<file path="src/rtl/srfp_pkg.sv">
// shared constants, types and helpers of the serial reply frame parser
`default_nettype none
package srfp_pkg;

  localparam int MAX_PAYLOAD = 32;
  localparam int FIXED_BYTES = 7;
  localparam int MAX_FRAME   = MAX_PAYLOAD + FIXED_BYTES;
  localparam int LEN_W       = $clog2(MAX_FRAME + 1);
  localparam int AW          = $clog2(MAX_PAYLOAD);

  localparam logic [7:0] START_CODE_RST = 8'd126;
  localparam logic [7:0] END_CODE_RST   = 8'd239;

  // configuration register indexes
  localparam logic [1:0] REG_START_CODE = 2'd0;
  localparam logic [1:0] REG_END_CODE   = 2'd1;

  // status codes
  localparam logic [2:0] STS_OK        = 3'd0;
  localparam logic [2:0] STS_SHORT     = 3'd1;
  localparam logic [2:0] STS_LONG      = 3'd2;
  localparam logic [2:0] STS_BAD_END   = 3'd3;
  localparam logic [2:0] STS_BAD_CKSUM = 3'd4;

  typedef logic [7:0] byte_t;

  typedef struct packed {
    logic [2:0]  status;
    logic [15:0] device_id;
    logic [7:0]  command;
    logic [5:0]  payload_length;
    logic [4:0]  byte_index;
    logic [7:0]  payload_byte;
    logic        has_data;
    logic        last;
  } res_t;

  function automatic res_t err_res(input logic [2:0] st);
    res_t r;
    r        = '0;
    r.status = st;
    r.last   = 1'b1;
    return r;
  endfunction

endpackage
`default_nettype wire

</file>
<file path="src/rtl/serial_reply_frame_parser_core.sv">
// top level of the serial reply frame parser: framing, checksum and payload readout
`default_nettype none
// Serial reply frame parser. Each input beat carries one received byte. The block
// hunts for the start code, takes the next byte as the frame length L (7 to
// MAX_PAYLOAD+7), then collects device id (high byte first), command, L-7 payload
// bytes, checksum and end code. A bad length gives a status beat right away; a bad
// end code or checksum gives a status beat when the end code arrives. A good frame
// gives one result beat per payload byte (or a single beat for an empty payload).
// Input bytes are taken while the output register is free and no readout runs.
// Payload bytes sit in a 32x8 synchronous memory with a registered read; after a
// good frame the block reads them out one beat at a time (read, then load the
// output register once it is free) and holds the input off until the last beat
// is loaded. Error and empty-frame beats wait only for the output
// register. Configuration writes are taken at any time (cfg_ready is always high)
// and must only be issued while the block is idle.
module serial_reply_frame_parser_core (
  input  wire                  clk,
  input  wire                  rst_n,
  // input byte channel
  input  wire                  in_valid,
  output logic                 in_ready,
  input  srfp_pkg::byte_t      in_rx_byte,
  // result channel
  output logic                 out_valid,
  input  wire                  out_ready,
  output logic [2:0]           out_status,
  output logic [15:0]          out_device_id,
  output logic [7:0]           out_command,
  output logic [5:0]           out_payload_length,
  output logic [4:0]           out_byte_index,
  output logic [7:0]           out_payload_byte,
  output logic                 out_has_data,
  output logic                 out_last,
  // configuration write channel
  input  wire                  cfg_valid,
  output logic                 cfg_ready,
  input  wire  [1:0]           cfg_index,
  input  srfp_pkg::byte_t      cfg_data
);
  import srfp_pkg::*;

  // parser phases
  localparam logic [1:0] ST_HUNT = 2'd0;
  localparam logic [1:0] ST_LEN  = 2'd1;
  localparam logic [1:0] ST_BODY = 2'd2;
  localparam logic [1:0] ST_READ = 2'd3;

  // body byte positions
  localparam logic [LEN_W-1:0] POS_ID_HI = LEN_W'(0);
  localparam logic [LEN_W-1:0] POS_ID_LO = LEN_W'(1);
  localparam logic [LEN_W-1:0] POS_CMD   = LEN_W'(2);
  localparam logic [LEN_W-1:0] POS_PL0   = LEN_W'(3);

  // configuration registers
  byte_t start_code_r, end_code_r;

  // frame state
  logic [1:0]       state_r, state_nxt;
  logic [LEN_W-1:0] len_r, len_nxt;
  logic [LEN_W-1:0] cnt_r, cnt_nxt;
  byte_t            sum_r, sum_nxt;
  byte_t            rsum_r, rsum_nxt;
  logic [15:0]      id_r, id_nxt;
  byte_t            cmd_r, cmd_nxt;

  // readout
  logic [LEN_W-1:0] rd_idx_r, rd_idx_nxt;
  logic             rd_pend_r, rd_pend_nxt;

  // output register
  logic             out_valid_r, out_valid_nxt;
  res_t             res_r, res_nxt;

  // payload memory
  byte_t            mem [MAX_PAYLOAD];
  byte_t            mem_q;
  logic             mem_we;
  logic [AW-1:0]    mem_wa;

  logic             in_fire, slot_free;
  logic [LEN_W:0]   pos_plus4;
  logic [LEN_W-1:0] plen;
  logic             rd_last;
  logic             rd_load;
  byte_t            b;

  assign b         = in_rx_byte;
  assign slot_free = !out_valid_r || out_ready;
  assign in_ready  = (state_r != ST_READ) && slot_free;
  assign in_fire   = in_valid && in_ready;
  assign cfg_ready = 1'b1;

  assign pos_plus4 = {1'b0, cnt_r} + (LEN_W+1)'(4);
  assign plen      = len_r - LEN_W'(FIXED_BYTES);
  assign rd_last   = (rd_idx_r + LEN_W'(1)) == plen;
  assign rd_load   = (state_r == ST_READ) && rd_pend_r && slot_free;

  // configuration writes, indexes past the list are dropped
  always_ff @(posedge clk) begin
    if (!rst_n) begin
      start_code_r <= START_CODE_RST;
      end_code_r   <= END_CODE_RST;
    end else if (cfg_valid && cfg_ready) begin
      case (cfg_index)
        REG_START_CODE: start_code_r <= cfg_data;
        REG_END_CODE:   end_code_r   <= cfg_data;
        default: ;
      endcase
    end
  end

  always_comb begin
    state_nxt     = state_r;
    len_nxt       = len_r;
    cnt_nxt       = cnt_r;
    sum_nxt       = sum_r;
    rsum_nxt      = rsum_r;
    id_nxt        = id_r;
    cmd_nxt       = cmd_r;
    rd_idx_nxt    = rd_idx_r;
    rd_pend_nxt   = rd_pend_r;
    res_nxt       = res_r;
    out_valid_nxt = out_valid_r && !out_ready;
    mem_we        = 1'b0;
    mem_wa        = AW'(cnt_r - POS_PL0);

    case (state_r)
      ST_LEN: begin
        if (in_fire) begin
          if (b < 8'(FIXED_BYTES)) begin
            res_nxt       = err_res(STS_SHORT);
            out_valid_nxt = 1'b1;
            state_nxt     = ST_HUNT;
          end else if (b > 8'(MAX_FRAME)) begin
            res_nxt       = err_res(STS_LONG);
            out_valid_nxt = 1'b1;
            state_nxt     = ST_HUNT;
          end else begin
            len_nxt   = b[LEN_W-1:0];
            cnt_nxt   = '0;
            sum_nxt   = sum_r + b;
            state_nxt = ST_BODY;
          end
        end
      end

      ST_BODY: begin
        if (in_fire) begin
          cnt_nxt = cnt_r + LEN_W'(1);
          if (pos_plus4 < {1'b0, len_r}) begin
            // id, command or payload byte
            sum_nxt = sum_r + b;
            if (cnt_r == POS_ID_HI) begin
              id_nxt = {b, id_r[7:0]};
            end else if (cnt_r == POS_ID_LO) begin
              id_nxt = {id_r[15:8], b};
            end else if (cnt_r == POS_CMD) begin
              cmd_nxt = b;
            end else begin
              mem_we = 1'b1;
            end
          end else if (pos_plus4 == {1'b0, len_r}) begin
            rsum_nxt = b;
          end else begin
            // end code: check it first, then the checksum
            state_nxt = ST_HUNT;
            if (b != end_code_r) begin
              res_nxt       = err_res(STS_BAD_END);
              out_valid_nxt = 1'b1;
            end else if (rsum_r != sum_r) begin
              res_nxt       = err_res(STS_BAD_CKSUM);
              out_valid_nxt = 1'b1;
            end else if (plen == '0) begin
              res_nxt           = '0;
              res_nxt.status    = STS_OK;
              res_nxt.device_id = id_r;
              res_nxt.command   = cmd_r;
              res_nxt.last      = 1'b1;
              out_valid_nxt     = 1'b1;
            end else begin
              state_nxt   = ST_READ;
              rd_idx_nxt  = '0;
              rd_pend_nxt = 1'b0;
            end
          end
        end
      end

      ST_READ: begin
        // memory address follows rd_idx_r, data shows up registered in mem_q in the next cycle
        if (!rd_pend_r) begin
          rd_pend_nxt = 1'b1;
        end else if (rd_load) begin
          res_nxt.status         = STS_OK;
          res_nxt.device_id      = id_r;
          res_nxt.command        = cmd_r;
          res_nxt.payload_length = 6'(plen);
          res_nxt.byte_index     = 5'(rd_idx_r);
          res_nxt.payload_byte   = mem_q;
          res_nxt.has_data       = 1'b1;
          res_nxt.last           = rd_last;
          out_valid_nxt          = 1'b1;
          rd_idx_nxt             = rd_idx_r + LEN_W'(1);
          rd_pend_nxt            = 1'b0;
          if (rd_last) begin
            state_nxt = ST_HUNT;
          end
        end
      end

      default: begin
        // hunting for the start code
        if (in_fire && b == start_code_r) begin
          sum_nxt   = start_code_r;
          state_nxt = ST_LEN;
        end
      end
    endcase
  end

  // payload store: writes only while collecting; the read port reads every cycle,
  // but mem_q is used only during readout, after all writes of the frame
  always_ff @(posedge clk) begin
    if (mem_we) begin
      mem[mem_wa] <= b;
    end
    mem_q <= mem[rd_idx_r[AW-1:0]];
  end

  always_ff @(posedge clk) begin
    if (!rst_n) begin
      state_r     <= ST_HUNT;
      len_r       <= '0;
      cnt_r       <= '0;
      sum_r       <= '0;
      rsum_r      <= '0;
      id_r        <= '0;
      cmd_r       <= '0;
      rd_idx_r    <= '0;
      rd_pend_r   <= 1'b0;
      out_valid_r <= 1'b0;
    end else begin
      state_r     <= state_nxt;
      len_r       <= len_nxt;
      cnt_r       <= cnt_nxt;
      sum_r       <= sum_nxt;
      rsum_r      <= rsum_nxt;
      id_r        <= id_nxt;
      cmd_r       <= cmd_nxt;
      rd_idx_r    <= rd_idx_nxt;
      rd_pend_r   <= rd_pend_nxt;
      out_valid_r <= out_valid_nxt;
    end
  end

  // result payload needs no reset
  always_ff @(posedge clk) begin
    res_r <= res_nxt;
  end

  assign out_valid          = out_valid_r;
  assign out_status         = res_r.status;
  assign out_device_id      = res_r.device_id;
  assign out_command        = res_r.command;
  assign out_payload_length = res_r.payload_length;
  assign out_byte_index     = res_r.byte_index;
  assign out_payload_byte   = res_r.payload_byte;
  assign out_has_data       = res_r.has_data;
  assign out_last           = res_r.last;

  // the final payload beat of a run ends the readout
  a_read_ends: assert property (@(posedge clk) disable iff (!rst_n)
    (rd_load && rd_last) |=> (state_r == ST_HUNT))
    else $error("readout did not end after last beat");

  // an error beat is always a single beat with no data
  a_err_single: assert property (@(posedge clk) disable iff (!rst_n)
    (out_valid_r && res_r.status != STS_OK) |-> (res_r.last && !res_r.has_data))
    else $error("error beat not marked last or carries data");

  // data beats stay inside the payload
  a_idx_range: assert property (@(posedge clk) disable iff (!rst_n)
    (out_valid_r && res_r.has_data) |-> ({1'b0, res_r.byte_index} < res_r.payload_length))
    else $error("byte index beyond payload length");

  // a pending memory read belongs to a readout
  a_pend_read: assert property (@(posedge clk) disable iff (!rst_n)
    rd_pend_r |-> (state_r == ST_READ))
    else $error("memory read pending outside readout");

endmodule
`default_nettype wire
</file>
<file path="config.mk">
export PLATFORM = sky130hd
export DESIGN_NAME = serial_reply_frame_parser_core
export DESIGN_NICKNAME = d
export VERILOG_FILES = /design/src/rtl/srfp_pkg.sv /design/src/rtl/serial_reply_frame_parser_core.sv
export SDC_FILE = /design/constraint.sdc
export NUM_CORES = 1
export LEC_CHECK = 0
export BUFFER_PORTS_ARGS = -buffer_cell sky130_fd_sc_hd__buf_2
export CAP_MARGIN = 0
export CORE_MARGIN = 4
export CORE_UTILIZATION = 50
export DETAILED_ROUTE_END_ITERATION = 16
export GPL_TIMING_DRIVEN = 1
export PLACE_DENSITY = 0.77
export SETUP_SLACK_MARGIN = 0.1
export SLEW_MARGIN = 20
export SYNTH_ARGS = -nofsm -noshare
export SYNTH_HDL_FRONTEND = slang
export SYNTH_SLANG_ARGS = --single-unit
</file>
<file path="constraint.sdc">
create_clock -name clk -period 17.1 [get_ports clk]
set_input_delay 0 -clock clk [delete_from_list [all_inputs] [get_ports clk]]
set_output_delay 0 -clock clk [all_outputs]
set_load 0.005 [all_outputs]
</file>
==> flow_metrics.py, run 1 <==
metrics = {
    "run_status": {
        "outcome": "completed",
    },
    "yosys": {
        "ys_types": 67,
        "avgSynthCellArea_um2": 15.5,
        "ys.flop_type": "edfxtp_1",
        "syn_inst": 1058,
        "synth-edff-count": 304,
        "synth_async_sr_flop_share_pct": 0,
        "yosysSeqAreaShare_pct": 66.0,
        "synth_seq_cells": 390,
        "synthesis.nets": 1111,
        "yosys_warnings": 0,
        "syn_area_mm2": 0.0164,
    },
    "floorplanning": {
        "row_count": 66,
        "die_w_um": 189,
        "die_y_um": 189,
        "io-pin-count": 74,
        "initial_core_util_pct": 50.7,
        "die_area_mm2": 0.0358,
        "core-area_mm2": 0.0325,
    },
    "grt": {
        "grt_pass1_wl_um": 54900,
        "track_usage_pct": 19.9,
        "grt_pass1_vias": 9278,
        "grt_overflow": 0,
        "grt_max_degree": 69,
        "antenna_found_initial": 0,
    },
    "drt": {
        "viasPerCell": 5.73,
        "drc_errors": 0,
        "vias": 9259,
        "firstDrtPassIters": 7,
        "avgRoutedWirePerCell_um": 22.0,
        "first_iter_violations": 959,
        "totalWireLength_um": 35600,
        "ant_nets": 0,
    },
    "hold_path": {
        "hp-class": "primary input to register",
        "min_to": "start_code_r[4]",
        "hold_depth": 4,
        "hp-start": "cfg_valid",
    },
    "timing": {
        "skew_ps": 25.6,
        "relSlewSlack_pct": 30.4,
        "slew_viol_final": 0,
        "setup_viol": 0,
        "hold_violations": 0,
        "hold_slack_ps": 67.5,
        "finalCritPeriodShare_pct": 23.6,
        "finalCriticalPeriod_ps": 4030,
        "grt_setup_unrepaired": "no",
        "final.setup.tns_ps": 0,
        "worst_pin_slew_ps": 1040,
        "timing.fmax_mhz": 248,
    },
    "clock_tree": {
        "clkLatencyLatePin_ps": 540,
        "htree_levels": 2,
        "cts_sinks": 390,
        "cts_tree": "built",
        "clk_pin_slew_ps": 60,
        "clock_path_buffers": 3,
        "cts_resized": 0,
        "root_buffer": "clkbuf_16",
        "post_cts_buffers": 0,
        "cts-buffers-inserted": 38,
    },
    "setup_path": {
        "rr_startpoint": "state_r[0]",
        "crit_family": "simple AND/OR/NAND/NOR gates",
        "ff2ff_setup_slack_ps": 13070,
        "worstRegToRegCells": 7,
        "max_stage_delay_ps": 770,
        "r2r-end": "mem[14][5]",
        "cpMaxStageDelayCell": "nor2_1",
        "cp.required_ps": 17270,
        "critical_path.startpoint_type": "register",
        "crit_path_cell_trace": "ha_1 -> inv_1 -> and3_1 -> nand2_1 -> nor3b_2 -> nand3b_1 -> nor2_1",
        "path_max_fanout": 28,
        "path_buf_inv": 1,
        "cp_data_arrival_time_ps": 4200,
        "endpoint_kind": "register",
        "path_class": "register to register",
    },
    "placement": {
        "io_buffer_count": 72,
        "place_area_mm2": 0.0172,
        "place.gp.congestion": 0.826,
        "hpwl_um": 21900,
    },
    "flow_run": {
        "max_cap_viol_count": 0,
    },
    "finish": {
        "final_common_cell": "edfxtp_1",
        "diodes": 0,
        "fin_area_mm2": 0.0187,
        "nNetsFinal": 1200,
        "final_layout_size_suffix_gt1_share_pct": 21.6,
        "layout_common_cells": "304 x edfxtp_1, 103 x nor2_1, 84 x dfxtp_1, 80 x mux4_2, 72 x buf_2",
        "syn_to_final_growth_pct": 13.5,
    },
    "pwr": {
        "p_leak_nw": 6.16,
        "powerDensity_mw_per_mm2": 105,
        "ir_drop_mv": 0.0624,
    },
}
stage by stage:
stage / util [%] / worst slack [ps] / total power [mW] / cells
4_1_cts: 57.5 / 13180 / 1.97 / 1616
6_report: 57.5 / 13070 / 1.96 / 1616
5_1_grt: 57.5 / 12830 / 2.02 / 1616
2_1_floorplan: - / 11290 / 1.11 / 1058
3_3_place_gp: 53.0 / 13300 / 1.14 / 1527
3_5_place_dp: 53.0 / 13190 / 1.15 / 1527
power by group:
part,switching [mW],internal (mW)
Clock,0.342,0.483
Combinational,0.0583,0.0326
Sequential,0.00613,1.03
Total,0.406,1.55
routing by layer:
metal	track usage (%)	up-vias	part of all wire, %
met1	28.3	4619	42
li1	-	4134	-
met5	1.24	-	0.15
met4	5.56	2	2.6
met2	31.9	431	47
met3	3.65	73	8.0
final cells by class:
type / instances / area, um^2
fillers: 2394 / 13800
flip-flops and latches: 390 / 10900
multi-input cells: 587 / 5240
clock buffers: 53 / 1100
repair buffers: 107 / 682
well taps: 442 / 553
clock inverters: 14 / 140
inverters: 23 / 86.3
worst min-delay path, delay by kind of cell:
family	cells	cell delay, ps
simple gates	3	430
buf+inv	1	120
timing repair:
action,4_1_cts,5_1_grt
hold buffers,22,0
setup endpoints to repair,0,0
endpoints found under the hold margin,17,0
sequential cells by signal, summed over array words and instances, names as in the netlist, 5 cells and up:
name	cells
len_r	6
id_r	16
rsum_r	8
rd_idx_r	6
out_payload_byte	8
out_device_id	16
mem	256
start_code_r	8
mem_q	8
out_payload_length	6
sum_r	8
cnt_r	6
cmd_r	8
end_code_r	8
out_command	8
out_byte_index	5
worst max-delay path by stage:
stage                from                end  slack (ps)  cells past startpoint
2_1_floorplan    cnt_r[2]  out_byte_index[0]       11290                      9
3_3_place_gp   state_r[0]         mem[14][0]       13300                      7
3_5_place_dp   state_r[0]         mem[22][7]       13190                      7
4_1_cts        state_r[0]         mem[14][5]       13180                      7
5_1_grt        state_r[0]         mem[22][4]       12830                      7
6_report       state_r[0]         mem[14][5]       13070                      7
logic make-up after synthesis:
family	Yosys count	synth area share, %
buffers and inverters	81	2.24
muxes	140	14.7
other	1	0.0228
DFF	390	66.0
adders and majority gates	30	2.33
AOI/OAI and AO/OA	65	3.11
and+or+nand+nor	302	8.90
xor gates and xnor gates	49	2.69
cells in the mapped netlist, types with 3 or more instances:
master	instances	area, um^2
nor2b_1	28	175
xor2_1	9	78.8
xnor2_1	39	342
a211oi_1	3	22.5
nand2b_1	7	43.8
inv_1	23	86.3
nor2_1	103	387
nand3b_1	4	30.0
o21ai_0	11	55.1
clkbuf_1	22	82.6
and2_1	17	106
mux4_2	80	1800
nor3_1	12	60.1
nand3_1	30	150
edfxtp_1	304	9130
ha_1	29	363
a31oi_1	4	25.0
mux2i_1	50	500
dfxtp_1	86	1720
buf_2	25	125
nand4_1	7	43.8
or2_2	3	18.8
or3_1	3	18.8
a21oi_1	14	70.1
a21boi_0	4	30.0
mux2_2	9	101
nand2_1	70	263
o21a_1	6	45.0
buf_6	4	45.0
buf_1	6	22.5
(Power assumes the default switching activity.)
==> run 2: changes to the inputs <==
ABC_AREA = 1   (was default)
PLACE_DENSITY = 0.79   (was 0.77)
clock period = 3.65 ns   (was 17.1 ns; I/O delays follow)
==> run 2 against run 1 <==
Compared with the run above: die area up 2.9%; via count up 40%; synthesized area up 3.1%; power rose to 6.7 times the previous value; core utilization up 0.72 points; register-to-register slack worse by 13000 ps; clock skew up 0.78 ps; largest cell class unchanged.
==> flow_metrics.py, run 2 <==
metrics = {
    "finish": {
        "top_register": "mem",
        "largest_reg_flops": 256,
        "nNetsFinal": 1813,
        "diodes": 0,
        "layout_common_cells": "304 x edfxtp_1, 279 x nand2_1, 250 x nor2_1, 170 x o21ai_0, 118 x inv_1",
        "final_common_cell": "edfxtp_1",
        "fillers": 2654,
        "fin_area_mm2": 0.0195,
        "final_layout_size_suffix_gt1_share_pct": 11.8,
        "syn_to_final_growth_pct": 14.9,
        "fin_util_pct": 58.2,
        "multiInputGateArea_mm2": 0.00533,
        "layout.cells.non_filler": 2239,
        "seqCellArea_mm2": 0.0109,
    },
    "placement": {
        "hpwl_um": 28400,
        "place_area_mm2": 0.0178,
        "place_ws_ps": 309,
        "dp_cells": 2132,
        "io_buffer_count": 72,
        "place.gp.congestion": 0.927,
    },
    "yosys": {
        "syn_inst": 1661,
        "avgSynthCellArea_um2": 10.2,
        "synth_top_area_share_pct": 53.9,
        "synth_top_area_cell": "edfxtp_1",
        "synth_common_cells": "304 x edfxtp_1, 279 x nand2_1, 268 x nor2_1, 170 x o21ai_0, 119 x inv_1",
        "yosysSeqAreaShare_pct": 64.0,
        "synthTopCellsByArea": "edfxtp_1 54%, dfxtp_1 10%, nand2_1 6.2%, nor2_1 5.9%, o21ai_0 5.0%",
        "synth-edff-count": 304,
        "synthesis.nets": 1714,
        "yosys_warnings": 0,
        "ys.flop_type": "edfxtp_1",
        "ys_types": 42,
        "synth_async_sr_flop_share_pct": 0,
        "syn_area_mm2": 0.0169,
        "synth_most_common_cell": "edfxtp_1",
        "synth_seq_cells": 390,
    },
    "drt": {
        "firstDrtPassIters": 7,
        "first_iter_violations": 1476,
        "viasPerCell": 5.78,
        "vias": 12942,
        "avgRoutedWirePerCell_um": 19.8,
        "drc_errors": 0,
        "ant_nets": 0,
        "totalWireLength_um": 44400,
    },
    "setup_path": {
        "path_class": "register to register",
        "critical_path.startpoint_type": "register",
        "ff2ff_setup_slack_ps": 250,
        "worstRegToRegCells": 13,
        "r2r-end": "mem[12][0]",
        "startpoint": "cnt_r[4]",
        "cp.required_ps": 3810,
        "path_max_fanout": 8,
        "cp_data_arrival_time_ps": 3560,
        "rr_startpoint": "cnt_r[4]",
        "endpoint": "mem[12][0]",
        "endpoint_kind": "register",
    },
    "floorplanning": {
        "io-pin-count": 74,
        "row_count": 67,
        "die_y_um": 192,
        "die_w_um": 192,
        "die_area_mm2": 0.0369,
        "initial_core_util_pct": 50.7,
        "core-area_mm2": 0.0334,
    },
    "timing": {
        "grt_setup_unrepaired": "yes",
        "finalCritPeriodShare_pct": 93.2,
        "setup_viol": 0,
        "slew_viol_final": 0,
        "worst_slack_ps": 249,
        "final.setup.tns_ps": 0,
        "finalCriticalPeriod_ps": 3400,
        "worst_pin_slew_ps": 899,
        "timing.fmax_mhz": 294,
        "hold_slack_ps": 56.1,
        "hold_violations": 0,
        "relSlewSlack_pct": 39.9,
        "skew_ps": 26.4,
    },
    "grt": {
        "grt_pass1_wl_um": 69000,
        "antenna_found_initial": 0,
        "grt_overflow": 0,
        "grt_pass1_vias": 12652,
        "grt_max_degree": 106,
        "track_usage_pct": 23.9,
    },
    "clock_tree": {
        "cts-buffers-inserted": 40,
        "htree_levels": 2,
        "cts_sinks": 390,
        "root_buffer": "clkbuf_16",
        "clock_path_buffers": 3,
        "clk_pin_slew_ps": 60,
        "cts_tree": "built",
        "clkLatencyLatePin_ps": 540,
    },
    "run_status": {
        "outcome": "completed",
    },
    "hold_path": {
        "hp-class": "primary input to register",
    },
    "pwr": {
        "p_leak_nw": 7.40,
        "powerDensity_mw_per_mm2": 677,
        "p_total_mw": 13.2,
        "ir_drop_mv": 0.492,
    },
    "flow_run": {
        "max_cap_viol_count": 0,
    },
}
-- run 2: changes by cell type after synthesis, moves of 63 or more --
cell / before / now
nand2_1: 70 / 279
o22ai_1: 2 / 65
nor2_1: 103 / 268
mux4_2: 80 / 0
inv_1: 23 / 119
o21ai_0: 11 / 170
-- run 2: what timing repair did --
item	in CTS	in global routing
gates resized for setup	0	18
buffers inserted	0	0
hold buffers	34	0
hold endpoints to repair	43	0
setup endpoints to repair	0	160
-- run 2: worst min-delay path by stage --
stage,from,to,slack (ps),depth (start not counted)
after floorplan,in_rx_byte[0],mem[0][0],100,0
after global placement,cfg_data[6],start_code_r[6],230,3
after detailed placement,cfg_data[5],start_code_r[5],240,3
after CTS,in_rx_byte[6],rsum_r[6],10,3
after global routing,in_rx_byte[6],rsum_r[6],20,3
final,in_rx_byte[6],rsum_r[6],60,3
-- run 2: per-layer routing --
| metal | GRT usage [%] | share of wire, % | up-vias |
|---|---|---|---|
| met4 | 8.06 | 3.0 | 0 |
| met3 | 3.64 | 9.5 | 108 |
| met1 | 32.0 | 39 | 6123 |
| li1 | - | - | 5944 |
| met5 | 0 | 0 | - |
| met2 | 40.2 | 49 | 767 |
-- run 2: cells by family (layout without fill, tap and decap cells) --
logic type	after synthesis	in the layout	synth area share [%]
fa+ha+maj	30	30	2.26
compound gates	365	365	12.1
flops	390	390	64.0
buf+inv	214	344	4.90
simple gates	633	633	15.3
xor+xnor	28	28	1.45
other cells	1	1	0.0221
-- run 2: layout make-up --
type,instances,share of cell area [%]
inverter,136,2.63
sequential,390,55.8
clock buffer,55,5.58
multi-input combinational,1057,27.3
tap,448,2.88
clock inverter,18,0.900
timing repair buffer,135,4.91
-- run 2: report_power, final --
group / internal, mW / leakage [nW] / total [mW] / switching [mW]
clock network: 2.30 / 0.609 / 3.95 / 1.65
registers: 5.23 / 3.46 / 5.53 / 0.297
logic: 1.20 / 3.33 / 3.69 / 2.49
total: 8.74 / 7.40 / 13.2 / 4.44
-- run 2: worst max-delay path: stages, from the launching register on --
cell and delay [ps]:
dfxtp_1 500, nand2_1 130, nor2_1 130, xor2_1 150
ha_1 270, nand2_1 100, nor2_2 60, nand2_2 80
nand2_2 90, inv_2 90, nand2_2 80, nor4_4 470
nand2_4 280, nor2_1 600
